## src/hdl/gabc_pkg.sv

```systemverilog
// ----------------------------------------------------------------------------
// gabc_pkg
// Shared types and constants for the glyph alpha blend and clip pipeline.
// ----------------------------------------------------------------------------
package gabc_pkg;

  // glyph index limit; compares are done at a width that covers the largest value
  localparam int unsigned GLYPH_MAX_SIDE = 256;
  localparam int unsigned GLYPH_IDX_W    = 11;

  localparam int unsigned NUM_CHAN = 3;
  localparam int unsigned CHAN_W   = 8;
  localparam int unsigned PROD_W   = 2 * CHAN_W;

  // near-color tolerances: a channel distance must stay strictly below these
  localparam logic [CHAN_W-1:0] TOL_RB_565 = 8'd4;
  localparam logic [CHAN_W-1:0] TOL_G_565  = 8'd5;
  localparam logic [CHAN_W-1:0] TOL_32     = 8'd24;

  localparam logic [CHAN_W-1:0] ALPHA_OPAQUE = 8'hFF;

  // channel slots in the per-channel arrays
  localparam int unsigned CH_B = 0;
  localparam int unsigned CH_G = 1;
  localparam int unsigned CH_R = 2;

  typedef enum logic [2:0] {
    CFG_TEXT_COLOR   = 3'd0,
    CFG_FRAME_WIDTH  = 3'd1,
    CFG_FRAME_HEIGHT = 3'd2,
    CFG_PIXEL_FORMAT = 3'd3,
    CFG_SKIP_NEAR    = 3'd4,
    CFG_CLIP_BOX     = 3'd5
  } gabc_cfg_idx_e;

  typedef enum logic [1:0] {
    FMT_RGB565 = 2'd0,
    FMT_BGRA32 = 2'd1
  } gabc_fmt_e;

  typedef struct packed {
    logic [23:0] text_color;
    logic [15:0] frame_width;
    logic [15:0] frame_height;
    logic [1:0]  pixel_format;
    logic        skip_near_color;
    logic [63:0] clip_box;
  } gabc_cfg_t;

  typedef struct packed {
    logic signed [15:0] origin_x;
    logic signed [15:0] origin_y;
    logic [7:0]         glyph_col;
    logic [7:0]         glyph_row;
    logic [7:0]         coverage;
    logic [31:0]        dest_pixel;
  } gabc_in_t;

  typedef struct packed {
    logic        write_enable;
    logic [31:0] new_pixel;
  } gabc_out_t;

  // after unpack: frame position, channel distances to the text color
  typedef struct packed {
    logic signed [16:0]                     fx;
    logic signed [16:0]                     fy;
    logic [NUM_CHAN-1:0][CHAN_W-1:0]        chan;
    logic [NUM_CHAN-1:0][CHAN_W-1:0]        mag;
    logic [NUM_CHAN-1:0]                    neg;
    logic [CHAN_W-1:0]                      coverage;
    logic                                   pre_ok;
  } gabc_s1_t;

  // after position tests and the coverage multiply
  typedef struct packed {
    logic                                   ok;
    logic [NUM_CHAN-1:0][CHAN_W-1:0]        chan;
    logic [NUM_CHAN-1:0]                    neg;
    logic [NUM_CHAN-1:0][PROD_W-1:0]        prod;
  } gabc_s2_t;

endpackage

```

## src/hdl/gabc_unpack.sv

```systemverilog
// ----------------------------------------------------------------------------
// gabc_unpack
// Stage one: frame position, channel unpack, distance to the text color and
// the early reject terms (glyph index, zero coverage, format, near color).
// ----------------------------------------------------------------------------
module gabc_unpack import gabc_pkg::*; (
  input  logic      clk_i,
  input  logic      rst_ni,
  input  logic      adv_i,
  input  gabc_cfg_t cfg_i,
  input  logic      valid_i,
  input  gabc_in_t  data_i,
  output logic      valid_o,
  output gabc_s1_t  data_o
);

  logic                            valid_q;
  gabc_s1_t                        data_q, data_d;
  logic [NUM_CHAN-1:0][CHAN_W-1:0] text;
  logic [NUM_CHAN-1:0][CHAN_W-1:0] chan;
  logic [NUM_CHAN-1:0][CHAN_W-1:0] tol;
  logic [NUM_CHAN-1:0]             close;
  logic                            is_565;
  logic                            idx_ok;

  assign is_565 = (cfg_i.pixel_format == FMT_RGB565);

  always_comb begin
    text[CH_R] = cfg_i.text_color[23:16];
    text[CH_G] = cfg_i.text_color[15:8];
    text[CH_B] = cfg_i.text_color[7:0];
    if (is_565) begin
      chan[CH_R] = {data_i.dest_pixel[15:11], 3'b000};
      chan[CH_G] = {data_i.dest_pixel[10:5], 2'b00};
      chan[CH_B] = {data_i.dest_pixel[4:0], 3'b000};
      tol[CH_R]  = TOL_RB_565;
      tol[CH_G]  = TOL_G_565;
      tol[CH_B]  = TOL_RB_565;
    end else begin
      chan[CH_R] = data_i.dest_pixel[23:16];
      chan[CH_G] = data_i.dest_pixel[15:8];
      chan[CH_B] = data_i.dest_pixel[7:0];
      tol[CH_R]  = TOL_32;
      tol[CH_G]  = TOL_32;
      tol[CH_B]  = TOL_32;
    end
  end

  assign idx_ok = (GLYPH_IDX_W'(data_i.glyph_col) < GLYPH_IDX_W'(GLYPH_MAX_SIDE)) &&
                  (GLYPH_IDX_W'(data_i.glyph_row) < GLYPH_IDX_W'(GLYPH_MAX_SIDE));

  always_comb begin
    data_d = '0;
    data_d.fx = 17'(data_i.origin_x) + $signed({9'b0, data_i.glyph_col});
    data_d.fy = 17'(data_i.origin_y) + $signed({9'b0, data_i.glyph_row});
    for (int i = 0; i < NUM_CHAN; i++) begin
      // distance as magnitude plus sign, so the multiply stays unsigned
      data_d.neg[i] = (chan[i] > text[i]);
      data_d.mag[i] = data_d.neg[i] ? (chan[i] - text[i]) : (text[i] - chan[i]);
      close[i]      = (data_d.mag[i] < tol[i]);
    end
    data_d.chan     = chan;
    data_d.coverage = data_i.coverage;
    data_d.pre_ok   = idx_ok && (data_i.coverage != '0) &&
                      (cfg_i.pixel_format == FMT_RGB565 ||
                       cfg_i.pixel_format == FMT_BGRA32) &&
                      !(cfg_i.skip_near_color && (&close));
  end

  always_ff @(posedge clk_i or negedge rst_ni) begin
    if (!rst_ni) begin
      valid_q <= 1'b0;
    end else if (adv_i) begin
      valid_q <= valid_i;
    end
  end

  always_ff @(posedge clk_i) begin
    if (adv_i) begin
      data_q <= data_d;
    end
  end

  assign valid_o = valid_q;
  assign data_o  = data_q;

endmodule

```

## src/hdl/gabc_test.sv

```systemverilog
// ----------------------------------------------------------------------------
// gabc_test
// Stage two: frame and clip box tests and the coverage multiply per channel.
// ----------------------------------------------------------------------------
module gabc_test import gabc_pkg::*; (
  input  logic      clk_i,
  input  logic      rst_ni,
  input  logic      adv_i,
  input  gabc_cfg_t cfg_i,
  input  logic      valid_i,
  input  gabc_s1_t  data_i,
  output logic      valid_o,
  output gabc_s2_t  data_o
);

  logic               valid_q;
  gabc_s2_t           data_q, data_d;
  logic signed [17:0] fx, fy;
  logic signed [17:0] fw, fh;
  logic signed [17:0] cx_lo, cy_lo, cx_hi, cy_hi;
  logic [16:0]        cx_end, cy_end;
  logic               in_frame, clip_on, in_clip;

  assign fx = 18'(data_i.fx);
  assign fy = 18'(data_i.fy);
  assign fw = $signed({2'b00, cfg_i.frame_width});
  assign fh = $signed({2'b00, cfg_i.frame_height});

  // clip extent is formed without wrap
  assign cx_end = {1'b0, cfg_i.clip_box[63:48]} + {1'b0, cfg_i.clip_box[31:16]};
  assign cy_end = {1'b0, cfg_i.clip_box[47:32]} + {1'b0, cfg_i.clip_box[15:0]};
  assign cx_lo  = $signed({2'b00, cfg_i.clip_box[63:48]});
  assign cy_lo  = $signed({2'b00, cfg_i.clip_box[47:32]});
  assign cx_hi  = $signed({1'b0, cx_end});
  assign cy_hi  = $signed({1'b0, cy_end});

  assign in_frame = (fx >= 18'sd0) && (fx < fw) && (fy >= 18'sd0) && (fy < fh);
  assign clip_on  = (cfg_i.clip_box[31:16] != '0) && (cfg_i.clip_box[15:0] != '0);
  assign in_clip  = (fx >= cx_lo) && (fx < cx_hi) && (fy >= cy_lo) && (fy < cy_hi);

  always_comb begin
    data_d      = '0;
    data_d.ok   = data_i.pre_ok && in_frame && (!clip_on || in_clip);
    data_d.chan = data_i.chan;
    data_d.neg  = data_i.neg;
    for (int i = 0; i < NUM_CHAN; i++) begin
      data_d.prod[i] = data_i.mag[i] * data_i.coverage;
    end
  end

  always_ff @(posedge clk_i or negedge rst_ni) begin
    if (!rst_ni) begin
      valid_q <= 1'b0;
    end else if (adv_i) begin
      valid_q <= valid_i;
    end
  end

  always_ff @(posedge clk_i) begin
    if (adv_i) begin
      data_q <= data_d;
    end
  end

  assign valid_o = valid_q;
  assign data_o  = data_q;

endmodule

```

## src/hdl/gabc_mix.sv

```systemverilog
// ----------------------------------------------------------------------------
// gabc_mix
// Stage three: divide by 255 with truncation toward zero, apply to each
// channel, repack in the configured format. Holds the output register.
// ----------------------------------------------------------------------------
module gabc_mix import gabc_pkg::*; (
  input  logic      clk_i,
  input  logic      rst_ni,
  input  logic      adv_i,
  input  gabc_cfg_t cfg_i,
  input  logic      valid_i,
  input  gabc_s2_t  data_i,
  output logic      valid_o,
  output gabc_out_t data_o
);

  logic                            valid_q;
  gabc_out_t                       data_q, data_d;
  logic [NUM_CHAN-1:0][PROD_W:0]   sum;
  logic [NUM_CHAN-1:0][CHAN_W-1:0] quo;
  logic [NUM_CHAN-1:0][CHAN_W-1:0] res;

  always_comb begin
    for (int i = 0; i < NUM_CHAN; i++) begin
      // m / 255 == (m + 1 + (m >> 8)) >> 8, exact for m up to 255 * 255
      sum[i] = {1'b0, data_i.prod[i]} + (PROD_W + 1)'(1) +
               (PROD_W + 1)'(data_i.prod[i][PROD_W-1:CHAN_W]);
      quo[i] = sum[i][PROD_W-1:CHAN_W];
      res[i] = data_i.neg[i] ? (data_i.chan[i] - quo[i]) : (data_i.chan[i] + quo[i]);
    end
  end

  always_comb begin
    data_d = '0;
    if (data_i.ok) begin
      data_d.write_enable = 1'b1;
      if (cfg_i.pixel_format == FMT_RGB565) begin
        data_d.new_pixel = {16'h0000, res[CH_R][7:3], res[CH_G][7:2], res[CH_B][7:3]};
      end else begin
        data_d.new_pixel = {ALPHA_OPAQUE, res[CH_R], res[CH_G], res[CH_B]};
      end
    end
  end

  always_ff @(posedge clk_i or negedge rst_ni) begin
    if (!rst_ni) begin
      valid_q <= 1'b0;
    end else if (adv_i) begin
      valid_q <= valid_i;
    end
  end

  always_ff @(posedge clk_i) begin
    if (adv_i) begin
      data_q <= data_d;
    end
  end

  assign valid_o = valid_q;
  assign data_o  = data_q;

endmodule

```

## src/hdl/glyph_alpha_blend_clip_top.sv

```systemverilog
// ----------------------------------------------------------------------------
// glyph_alpha_blend_clip_top
// Blends glyph coverage pixels into destination pixels with frame and clip
// box rejection, for RGB565 and 32-bit BGRA surfaces.
// ----------------------------------------------------------------------------
//   channel   direction   handshake              payload
//   in        input       in_valid_i/in_stall_o  gabc_in_t  (one glyph pixel)
//   out       output      out_valid_o/out_stall_i gabc_out_t (write flag, pixel)
//   cfg       input       cfg_we_i               cfg_index_i, cfg_wdata_i
//
// one beat in and one beat out per cycle while the output is not stalled; a
// result passes the unpack, test/multiply and divide/repack stages in order.
// reset clears the configuration registers and all stage valid bits.
// when the output register holds a beat that is stalled, every stage holds
// and in_stall_o is raised in the same cycle.
// ----------------------------------------------------------------------------
module glyph_alpha_blend_clip_top import gabc_pkg::*; (
  input  logic        clk_i,
  input  logic        rst_ni,
  input  logic        in_valid_i,
  output logic        in_stall_o,
  input  gabc_in_t    in_data_i,
  output logic        out_valid_o,
  input  logic        out_stall_i,
  output gabc_out_t   out_data_o,
  input  logic        cfg_we_i,
  input  logic [2:0]  cfg_index_i,
  input  logic [63:0] cfg_wdata_i
);

  gabc_cfg_t cfg_q;
  logic      adv;
  logic      s1_valid, s2_valid;
  gabc_s1_t  s1_data;
  gabc_s2_t  s2_data;

  always_ff @(posedge clk_i or negedge rst_ni) begin
    if (!rst_ni) begin
      cfg_q <= '0;
    end else if (cfg_we_i) begin
      unique case (gabc_cfg_idx_e'(cfg_index_i))
        CFG_TEXT_COLOR:   cfg_q.text_color      <= cfg_wdata_i[23:0];
        CFG_FRAME_WIDTH:  cfg_q.frame_width     <= cfg_wdata_i[15:0];
        CFG_FRAME_HEIGHT: cfg_q.frame_height    <= cfg_wdata_i[15:0];
        CFG_PIXEL_FORMAT: cfg_q.pixel_format    <= cfg_wdata_i[1:0];
        CFG_SKIP_NEAR:    cfg_q.skip_near_color <= cfg_wdata_i[0];
        CFG_CLIP_BOX:     cfg_q.clip_box        <= cfg_wdata_i;
        default: ;
      endcase
    end
  end

  // the whole pipe moves unless the output beat is waiting
  assign adv        = !(out_valid_o && out_stall_i);
  assign in_stall_o = !adv;

  gabc_unpack u_unpack (
    .clk_i   (clk_i),
    .rst_ni  (rst_ni),
    .adv_i   (adv),
    .cfg_i   (cfg_q),
    .valid_i (in_valid_i),
    .data_i  (in_data_i),
    .valid_o (s1_valid),
    .data_o  (s1_data)
  );

  gabc_test u_test (
    .clk_i   (clk_i),
    .rst_ni  (rst_ni),
    .adv_i   (adv),
    .cfg_i   (cfg_q),
    .valid_i (s1_valid),
    .data_i  (s1_data),
    .valid_o (s2_valid),
    .data_o  (s2_data)
  );

  gabc_mix u_mix (
    .clk_i   (clk_i),
    .rst_ni  (rst_ni),
    .adv_i   (adv),
    .cfg_i   (cfg_q),
    .valid_i (s2_valid),
    .data_i  (s2_data),
    .valid_o (out_valid_o),
    .data_o  (out_data_o)
  );

  a_nowrite_zero: assert property (@(posedge clk_i) disable iff (!rst_ni)
    out_valid_o && !out_data_o.write_enable |-> out_data_o.new_pixel == '0)
    else $error("dropped beat carries a nonzero pixel");

  a_565_upper: assert property (@(posedge clk_i) disable iff (!rst_ni)
    out_valid_o && out_data_o.write_enable && cfg_q.pixel_format == FMT_RGB565
    |-> out_data_o.new_pixel[31:16] == '0)
    else $error("rgb565 result has upper bits set");

  a_32_alpha: assert property (@(posedge clk_i) disable iff (!rst_ni)
    out_valid_o && out_data_o.write_enable && cfg_q.pixel_format == FMT_BGRA32
    |-> out_data_o.new_pixel[31:24] == ALPHA_OPAQUE)
    else $error("32-bit result lacks opaque alpha");

  a_empty_frame: assert property (@(posedge clk_i) disable iff (!rst_ni)
    out_valid_o && (cfg_q.frame_width == '0 || cfg_q.frame_height == '0)
    |-> !out_data_o.write_enable)
    else $error("write issued with an empty frame");

endmodule

```

## config.mk

```make
export PLATFORM = sky130hd
export DESIGN_NAME = glyph_alpha_blend_clip_top
export DESIGN_NICKNAME = d
export VERILOG_FILES = /design/src/hdl/gabc_pkg.sv /design/src/hdl/gabc_unpack.sv /design/src/hdl/gabc_test.sv /design/src/hdl/gabc_mix.sv /design/src/hdl/glyph_alpha_blend_clip_top.sv
export SDC_FILE = /design/constraint.sdc
export NUM_CORES = 1
export LEC_CHECK = 0
export BUFFER_PORTS_ARGS = -buffer_cell sky130_fd_sc_hd__buf_2
export CAP_MARGIN = 20
export CORE_UTILIZATION = 30
export CTS_BUF_LIST = sky130_fd_sc_hd__clkbuf_16
export DETAILED_ROUTE_END_ITERATION = 6
export HOLD_SLACK_MARGIN = 0.02
export PLACE_DENSITY = 0.43
export SLEW_MARGIN = 20
export SYNTH_ARGS = -nofsm -noshare
export SYNTH_HDL_FRONTEND = slang
export SYNTH_SLANG_ARGS = --single-unit
export TNS_END_PERCENT = 20
```

## constraint.sdc

```tcl
create_clock -name clk_i -period 11.07 [get_ports clk_i]
set_input_delay 0 -clock clk_i [delete_from_list [all_inputs] [get_ports clk_i]]
set_output_delay 0 -clock clk_i [all_outputs]
set_load 0.01 [all_outputs]
```

# After elaboration in Yosys (flattened, before gate mapping)
# Cells that the tools add are included.
op_classes:
  magnitude_cmp: 14
  addsub: 22
  muxes: 10
  reduce_logical: 30
  n_bitwise: 1
  eq_ne: 6
  mul: 3
op_table:
  columns: ["op", "n"]
  rows:
  - ["8-bit subtractor", 9]
  - ["16-bit by 1-bit adder with 16-bit output (second input constant)", 3]
  - ["16-bit by 8-bit adder with 16-bit output", 3]
  - ["8-bit by 8-bit multiplier with 16-bit output", 3]
  - ["8-bit 2-to-1 mux", 6]
  - ["17-bit by 18-bit < comparator with 1-bit output", 2]
  - ["16-bit by 16-bit adder with 17-bit output", 2]
  - ["16-bit by 9-bit adder with 17-bit output", 2]
  - ["17-bit by 1-bit >= comparator with 1-bit output (second input constant)", 2]
  - ["17-bit >= comparator", 2]
  - ["17-bit < comparator", 2]
  - ["33-bit 2-to-1 mux", 1]
  - ["32-bit 2-to-1 mux", 1]
  - ["16-bit nonzero test", 2]
  - ["8-bit adder", 3]
  - ["8-bit greater-than comparator", 3]
  - ["24-bit 2-to-1 mux", 1]
  - ["21-bit 2-to-1 mux", 1]
  - ["8-bit < comparator", 2]
  - ["1-bit logical AND", 13]
  - ["2-bit AND reduction", 6]
  - ["8-bit by 5-bit < comparator with 1-bit output", 1]
  - ["8-bit nonzero test", 1]
  - ["3-bit by 2-bit equality test with 1-bit output (second input constant)", 2]
  - ["10 further kinds", 13]
word_totals:
  input_bits: 160
  ff_bits: 329
  output_inout_bits: 35
  word_cells: 117

# Longest topological paths before layout
# Gate-level depths: netlist of run 1.
depth:
  ltp_word: 9
  ltp_mapped: 22
  depth_no_buf: 21

# By module
# From an unflattened synthesis of run 1, not the netlist that was laid out.
unflattened:
  hier_cells: 2517
  hier_area_um2: 26120.1
modules_own_cells:
  columns: ["module", "seq_area_each_um2", "instances", "area_per_inst_um2", "cells_each"]
  rows:
  - ["gabc_test", 2307.2, 1, 12065.3, 1293]
  - ["gabc_unpack", 2847.7, 1, 6227.2, 600]
  - ["glyph_alpha_blend_clip_top", 3078.0, 1, 4674.5, 267]
  - ["gabc_mix", 805.8, 1, 3153.0, 357]

# Worst setup path after synthesis of run 1
# OpenSTA, ideal clock, no wires.
synth_path:
  kind: "reg-to-reg"
  from: "register u_mix.valid_q (netlist: u_mix.valid_o)"
  to: "register u_test.valid_q (netlist: u_test.valid_o)"
  required_ns: 10.983
  stages_incl_launch_ff: 3
  period_less_slack_ns: 5.393
  path_buffers: 0
  arrival_time_ns: 5.306
  setup_time_ns: 0.087
  setup_slack_ns: 5.677
  cell_sequence: "dfrtp_1 nand2_1 mux2_2"
synth_via:
  elab_chain_len: 1
synth_rtl:
  columns: ["element", "line_no", "source"]
  rows:
  - ["start, declared", "gabc_mix.sv:17", "logic valid_q;"]
  - ["start signal, assigned", "gabc_mix.sv:49", "valid_q <= valid_i;"]
  - ["1-bit logical AND", "glyph_alpha_blend_clip_top.sv:54", "assign adv = !(out_valid_o && out_stall_i);"]
  - ["end signal, assigned", "gabc_test.sv:55", "valid_q <= valid_i;"]
  - ["end, declared", "gabc_test.sv:16", "logic valid_q;"]
# No other way between the ends.
# A chain may end at the register's enable or synchronous reset.

==> out/metrics.csv, run 1 <==
metric;value;unit
wire length per cell;16.5;um
Post-Route WL;68000;um
clock tree from TritonCTS;yes;
outcome;complete, no violations;
share of async-settable or async-resettable flops after synthesis;0.391;
Sink Count;322;
WP data required;11400;ps
path type of the worst min-delay path;in2async;
IO Count;195;
reg-to-reg setup timing slack;5570;ps
final period utilization;0.497;
average cell area after synthesis;10.1;um^2
insertion delay to the later sink of the worst-skew pair;590;ps
RSZ-0062 raised after global routing;no;
RR Startpoint;cfg_q[66];
Max Clock Skew;25.4;ps
Chip Height;295;um
share of synthesized area occupied by flip-flops and latches;0.350;
reg-to-reg endpoint;u_unpack.data_o[0];
via count of the first global-routing pass;20164;
post-route setup TNS;0;ps
data arrival time of the critical path;5830;ps
number of input and output port buffers inserted;186;
first-pass iteration count of the detailed router;5;
transition time of the tightest slew-check pin;1070;ps
syn_nets;3190;
Filler cells;8662;
total power consumption of the routed design;11.0;mW
net total in the final layout;3556;
Worst Setup Start Kind;register;
Post-CTS Repair Setup Buffers;0;
average vias per placed instance;4.67;
number of instances in the synthesized netlist;2564;
Remaining DRCs;0;
VDD IR max;0.244;mV
area of the die;87200;um^2
HPWL after detailed placement;52400;um
maximum count of clock buffers along a single path;3;
total standard cell area after synthesis;25800;um^2
finished layout cell area;31300;um^2
total via count after detailed routing;19208;
number of maximum-capacitance violations;0;
final number of setup-violating endpoints;0;
Worst Setup End Kind;register;
area of the core region;85100;um^2
critical setup path kind;reg2reg;
final design utilization;0.368;
Hold WS;24.4;ps
cell area after placement;28000;um^2
reported leakage power;14.6;nW
number of warning messages in the yosys log;0;
highest achievable clock rate;182;MHz
count of different cell masters after synthesis;74;
clock root buffer;sky130_fd_sc_hd__clkbuf_16;
floorplan row count;107;
start point of the critical path;cfg_q[66];
routability congestion estimate from global placement;0.861;
Post-synth EDFFs;196;
Min Clock Period, post-route;5500;ps
effective utilization at floorplan;0.303;
die boundary width;295;um
GRT overflow;0;
number of antenna violations at the first check in global routing;10;
GRT Total Usage;0.160;
cts bufs inserted;43;
Crit Path Max Fanout;41;
final hold viol count;0;
signed area change from the synthesized netlist to the final layout;21.4;%
first-pass GRT wire length;109000;um
ratio of total power to cell area;352;nW/um^2
clock-pin transition on the worst setup and hold timing paths;60;ps
leading register cell type out of synthesis;sky130_fd_sc_hd__edfxtp_1;
Max-slew headroom;0.287;
number of storage elements in the synthesis netlist;322;
Register-to-Register Path Depth;18;
total count of max-transition violations in the final report;0;
level count of the clock H-tree;2;
iteration-0 DRC count of the detailed router;758;
antenna-violating nets left;0;
pin count of the biggest net entering global routing;163;
share of post-route cells with drive strength above 1;0.122;
## flip-flops by register name, indices dropped and copies added, names as in the netlist
| signal | cells |
|---|---|
| cfg_q | 123 |
| u_mix.data_o | 26 |
| u_mix.valid_o | 1 |
| u_test.data_o | 76 |
| u_test.valid_o | 1 |
| u_unpack.data_o | 94 |
| u_unpack.valid_o | 1 |
## metrics by stage
step           std cells  setup slack, ps
2_1_floorplan       2564             5680
3_3_place_gp        3846             5520
3_5_place_dp        3846             5500
4_1_cts             4107             5490
5_1_grt             4110             5040
6_report            4111             5570
## cells in the final DEF (no fill, tap or decap), types with 7 or more instances in the layout
master / n
sky130_fd_sc_hd__a21o_1: 44
sky130_fd_sc_hd__a21oi_1: 103
sky130_fd_sc_hd__ha_1: 345
sky130_fd_sc_hd__nor2_1: 103
sky130_fd_sc_hd__nor3_1: 36
sky130_fd_sc_hd__and2_1: 100
sky130_fd_sc_hd__buf_2: 185
sky130_fd_sc_hd__clkbuf_16: 43
sky130_fd_sc_hd__and3_1: 19
sky130_fd_sc_hd__a31oi_1: 8
sky130_fd_sc_hd__o21ai_0: 131
sky130_fd_sc_hd__o21a_1: 27
sky130_fd_sc_hd__mux2_2: 76
sky130_fd_sc_hd__dlygate4sd3_1: 182
sky130_fd_sc_hd__xor2_1: 46
sky130_fd_sc_hd__nand4_1: 20
sky130_fd_sc_hd__a211oi_1: 17
sky130_fd_sc_hd__nor2b_1: 26
sky130_fd_sc_hd__o2111ai_1: 10
sky130_fd_sc_hd__buf_4: 14
sky130_fd_sc_hd__or3_1: 16
sky130_fd_sc_hd__xnor2_1: 99
sky130_fd_sc_hd__inv_1: 360
sky130_fd_sc_hd__a21boi_0: 8
sky130_fd_sc_hd__clkinv_2: 7
sky130_fd_sc_hd__mux2i_1: 22
sky130_fd_sc_hd__nand2b_1: 17
sky130_fd_sc_hd__dfrtp_1: 126
sky130_fd_sc_hd__o211ai_1: 8
sky130_fd_sc_hd__o21bai_1: 14
sky130_fd_sc_hd__edfxtp_1: 196
sky130_fd_sc_hd__nand2_1: 274
sky130_fd_sc_hd__nand3_1: 40
sky130_fd_sc_hd__fa_1: 121
sky130_fd_sc_hd__clkinv_1: 7
sky130_fd_sc_hd__nor4_1: 15
## area by class of cell
| type | instances | area (um^2) | share of cell area |
|---|---|---|---|
| Clock inverter | 35 | 333 | 0.0106 |
| Multi-Input combinational cell | 1828 | 15200 | 0.485 |
| Tap cell | 1144 | 1430 | 0.0457 |
| Clock buffer | 43 | 1080 | 0.0344 |
| Antenna cell | 4 | 10.0 | 0.000320 |
| Sequential cell | 322 | 9040 | 0.289 |
| Inverter | 351 | 1320 | 0.0421 |
| Timing Repair Buffer | 384 | 2910 | 0.0929 |
## repair_timing
| action | CTS | global route |
|---|---|---|
| hold endpoints to repair | 254 | 0 |
| resized for setup | 0 | 0 |
| endpoints found under the setup margin | 0 | 0 |
| hold buffers | 183 | 0 |
## how the worst max path moves through the flow
stage | endpoint | slack [ps] | cells past startpoint
6_report | u_unpack.data_o[0] | 5570 | 18
5_1_grt | u_unpack.data_o[0] | 5040 | 18
4_1_cts | u_unpack.data_o[0] | 5490 | 18
3_5_place_dp | u_unpack.data_o[0] | 5500 | 18
3_3_place_gp | u_unpack.data_o[0] | 5520 | 18
2_1_floorplan | u_test.valid_o | 5680 | 2
## per-layer routing
layer	share of wire	wire length (um)	track usage	up-vias
met3	0.036	2450	0.0227	94
met4	0.026	1790	0.0456	10
met1	0.46	30900	0.206	9266
li1	-	-	-	9528
met2	0.48	32700	0.275	310
met5	0.00090	61	0	-
## cells in the mapped netlist, drive strengths merged (26+ instances only)
cell type,instances,area [um^2]
fa,121,2420
nor2,104,390
inv,350,1310
ha,345,4320
a21oi,104,524
and2,100,626
xnor2,99,867
a21o,44,330
nor2b,26,163
dfrtp,126,3150
nand3,40,200
nand2,275,1030
o21a,27,203
nor3,36,180
edfxtp,196,5890
mux2,78,882
o21ai,134,671
xor2,46,403
clkbuf,49,185
## cell families (layout without fill, tap and decap cells)
family          count (synthesis)  count (layout)  share of synthesized area
buf+inv                       414             813                     0.0626
other cells                     0               4                          0
fa+ha+maj                     466             466                      0.261
mux                           100             100                     0.0427
xor+xnor                      145             145                     0.0492
simple gates                  690             690                      0.129
flops                         322             322                      0.350
compound gates                427             427                      0.105
## power breakdown
group          internal (mW)  leakage, nW  switching (mW)
combinational           3.21         10.4            3.99
sequential              2.02         3.53           0.414
clock                  0.827        0.722           0.568
## critical path: stages (launching register included)
cell and delay [ps]:
sky130_fd_sc_hd__dfrtp_1 430, sky130_fd_sc_hd__nor2_4 50, sky130_fd_sc_hd__buf_4 270, sky130_fd_sc_hd__inv_1 100
sky130_fd_sc_hd__buf_4 470, sky130_fd_sc_hd__mux2i_1 340, sky130_fd_sc_hd__inv_1 100, sky130_fd_sc_hd__ha_1 380
sky130_fd_sc_hd__a211oi_1 270, sky130_fd_sc_hd__nor2_1 90, sky130_fd_sc_hd__o32ai_2 820, sky130_fd_sc_hd__mux2i_1 390
sky130_fd_sc_hd__a21oi_1 130, sky130_fd_sc_hd__xnor2_1 300, sky130_fd_sc_hd__ha_1 290, sky130_fd_sc_hd__o21ai_1 80
sky130_fd_sc_hd__nand2b_1 70, sky130_fd_sc_hd__a211o_1 290, sky130_fd_sc_hd__o41a_1 360
Note: power is estimated with default switching activity, not from simulation.
==> inputs of run 2 (changes only) <==
- clock period: 11.07 -> 5.2 ns (I/O delays scaled with it)
==> out/metrics.csv, run 2 (synthesis gave the netlist of run 1 again) <==
metric;value;unit;change
outcome;complete, no violations;;unchanged
Remaining DRCs;0;;unchanged
buffer and inverter count on the worst path;1;;was 4
net total in the final layout;3563;;was 3556
filler-free cell count of the finished design;4117;;was 4111
leading cell type in the layout, fill and taps excluded;sky130_fd_sc_hd__inv_1;;unchanged
number of maximum-capacitance violations;0;;unchanged
Clk pwr share;0.129;;was 0.126
routability congestion estimate from global placement;0.855;;was 0.861
multi-input gate area in the final layout;15200;um^2;about the same
total via count after detailed routing;19336;;was 19208
wire length per cell;16.8;um;was 16.5 um
most frequent CP cell;sky130_fd_sc_hd__fa_1;;
post-route setup TNS;0;ps;unchanged
Post-Route WL;69000;um;was 68000 um
finished layout cell area;31400;um^2;was 31300 um^2
signed area change from the synthesized netlist to the final layout;21.9;%;was 21.4%
met2 usage in global routing;0.289;;was 0.275
crit-path max cell delay;700;ps;was 820 ps
Net Sw Power;10.7;mW;was 4.97 mW
internal power of the cells;13.1;mW;was 6.06 mW
Worst Setup End Kind;register;;unchanged
Largest register FFs;123;;unchanged
clock tree from TritonCTS;yes;;unchanged
met1 track demand over resource in global routing;0.202;;was 0.206
Filler cells;8630;;was 8662
Seq. cell area;9040;um^2;unchanged
pin count of the biggest net entering global routing;105;;was 163
floorplan row count;107;;unchanged
data arrival time of the critical path;5180;ps;was 5830 ps
number of input and output port buffers inserted;186;;unchanged
Most Crowded Layer GR;met2;;unchanged
cts bufs inserted;42;;was 43
Min Clock Period, post-route;4870;ps;was 5500 ps
Critical Path, Cell by Cell;nand2_1, fa_1, fa_1, inv_1, fa_1, fa_1, ha_1, a21boi_0, o21ai_0, nand2b_1, a21o_1, a41o_1, o41a_1, xnor2_1;;was nor2_4, buf_4, inv_1, buf_4, mux2i_1, inv_1, ha_1, a211oi_1, nor2_1, o32ai_2, mux2i_1, a21oi_1, xnor2_1, ha_1, o21ai_1, nand2b_1, a211o_1, o41a_1
HPWL after detailed placement;54000;um;was 52400 um
first-pass GRT wire length;110000;um;was 109000 um
ratio of total power to cell area;758;nW/um^2;was 352 nW/um^2
level count of the clock H-tree;2;;unchanged
final number of setup-violating endpoints;0;;unchanged
met3 routing resource usage after global routing;0.0228;;was 0.0227
clock-pin transition on the worst setup and hold timing paths;50;ps;was 60 ps
GRT overflow;0;;unchanged
total count of max-transition violations in the final report;0;;unchanged
critical setup path kind;reg2reg;;unchanged
part of the total power dissipated in combinational logic;0.654;;was 0.653
via count of the first global-routing pass;20190;;was 20164
reported leakage power;14.7;nW;was 14.6 nW
Max Clock Skew;19.3;ps;was 25.4 ps
Max stage delay cell, worst path;sky130_fd_sc_hd__edfxtp_1;;was sky130_fd_sc_hd__o32ai_2
final hold viol count;0;;unchanged
IO Count;195;;unchanged
effective utilization at floorplan;0.303;;unchanged
area of the core region;85100;um^2;unchanged
WP data required;5510;ps;was 11400 ps
Crit Path Max Fanout;9;;was 41
final period utilization;0.937;;was 0.497
area of the die;87200;um^2;unchanged
number of antenna violations at the first check in global routing;7;;was 10
RSZ-0062 raised after global routing;no;;unchanged
Worst Setup Start Kind;register;;unchanged
path type of the worst min-delay path;in2async;;unchanged
family with the most delay on the worst path;adder cells;;was compound AO/OA/AOI/OAI gates
Max-slew headroom;0.241;;was 0.287
Chip Height;295;um;unchanged
Sink Count;322;;unchanged
maximum count of clock buffers along a single path;3;;unchanged
Biggest register;cfg_q;;unchanged
VDD IR max;0.516;mV;was 0.244 mV
Inst Count DP;3859;;was 3846
highest achievable clock rate;205;MHz;was 182 MHz
iteration-0 DRC count of the detailed router;777;;was 758
share of post-route cells with drive strength above 1;0.127;;was 0.122
cell area after placement;28200;um^2;was 28000 um^2
clock root buffer;sky130_fd_sc_hd__clkbuf_16;;unchanged
first-pass iteration count of the detailed router;5;;unchanged
average vias per placed instance;4.70;;was 4.67
antenna-violating nets left;0;;unchanged
fraction of power spent switching nets;0.449;;was 0.451
leading cell types in the layout, fill and taps excluded;sky130_fd_sc_hd__inv_1 (354), sky130_fd_sc_hd__ha_1 (345), sky130_fd_sc_hd__nand2_1 (274);;was sky130_fd_sc_hd__inv_1 (360), sky130_fd_sc_hd__ha_1 (345), sky130_fd_sc_hd__nand2_1 (274)
sequential power share;0.217;;was 0.221
GRT Total Usage;0.161;;was 0.160
transition time of the tightest slew-check pin;1130;ps;was 1070 ps
insertion delay to the later sink of the worst-skew pair;560;ps;was 590 ps
die boundary width;295;um;unchanged
total power consumption of the routed design;23.8;mW;was 11.0 mW
run 2: cell types whose count changed in the layout (fill, tap and decap cells not counted), sizes merged:
cell / change
buf: +13
inv: -7
dlygate4sd3: -5
bufinv: +3
clkinv: +2
run 2: final timing paths:
kind | start | end | slack (ps) | depth (start not counted)
worst max-delay path | u_unpack.data_o[7] | u_test.data_o[47] | 330 | 14
worst min-delay path | rst_ni | cfg_q[57] | 6 | 2
worst max register to register | u_unpack.data_o[7] | u_test.data_o[47] | 330 | 14
worst min register to register | u_unpack.data_o[54] | u_test.data_o[69] | 420 | 0
max in group asynchronous | rst_ni | u_mix.valid_o | 3840 | 3
min in group clk_i | in_data_i[78] | u_unpack.data_o[83] | 50 | 5
run 2: worst reg2reg max path, stage by stage, from the launching register on:
cell                       delay [ps]
sky130_fd_sc_hd__edfxtp_1         700
sky130_fd_sc_hd__nand2_1          150
sky130_fd_sc_hd__fa_1             510
sky130_fd_sc_hd__fa_1             540
sky130_fd_sc_hd__inv_1             50
sky130_fd_sc_hd__fa_1             500
sky130_fd_sc_hd__fa_1             480
sky130_fd_sc_hd__ha_1             330
sky130_fd_sc_hd__a21boi_0         150
sky130_fd_sc_hd__o21ai_0          180
sky130_fd_sc_hd__nand2b_1         110
sky130_fd_sc_hd__a21o_1           210
sky130_fd_sc_hd__a41o_1           260
sky130_fd_sc_hd__o41a_1           330
sky130_fd_sc_hd__xnor2_1          130
run 2: what timing repair did:
action	CTS	global route
setup buffers	0	1
hold buffers	177	0
endpoints found under the hold margin	255	0
endpoints found under the setup margin	0	5
resized for setup	0	3
run 2: through the flow:
stage	setup WS (ps)	hold slack [ps]	utilization
after floorplan	511	-296	-
after global placement	240	77.4	0.331
after global routing	17.3	33.1	0.369
after detailed placement	249	82.4	0.331
after CTS	203	26.0	0.369
final	325	6.26	0.369
run 2: power by group through the flow:
stage / combinational (mW) / sequential, mW / clock, mW
finish: 15.6 / 5.18 / 3.07
global route: 18.0 / 5.30 / 3.26
CTS: 15.9 / 5.19 / 3.18
detailed placement: 15.6 / 5.23 / 0
global placement: 15.5 / 5.22 / 0
floorplan: 12.0 / 4.82 / 0
run 2: final cells by class:
| class | count | area share |
|---|---|---|
| Tap cell | 1144 | 0.0455 |
| Sequential cell | 322 | 0.287 |
| Clock buffer | 43 | 0.0342 |
| Antenna cell | 4 | 0.000318 |
| Inverter | 351 | 0.0419 |
| Clock inverter | 33 | 0.0116 |
| Multi-Input combinational cell | 1828 | 0.484 |
| Timing Repair Buffer | 392 | 0.0952 |
run 2: layer usage:
layer | vias to the layer above | routed length [um]
met3 | 83 | 2230
met2 | 274 | 34400
met1 | 9418 | 30900
li1 | 9553 | -
met5 | - | 43
met4 | 8 | 1470
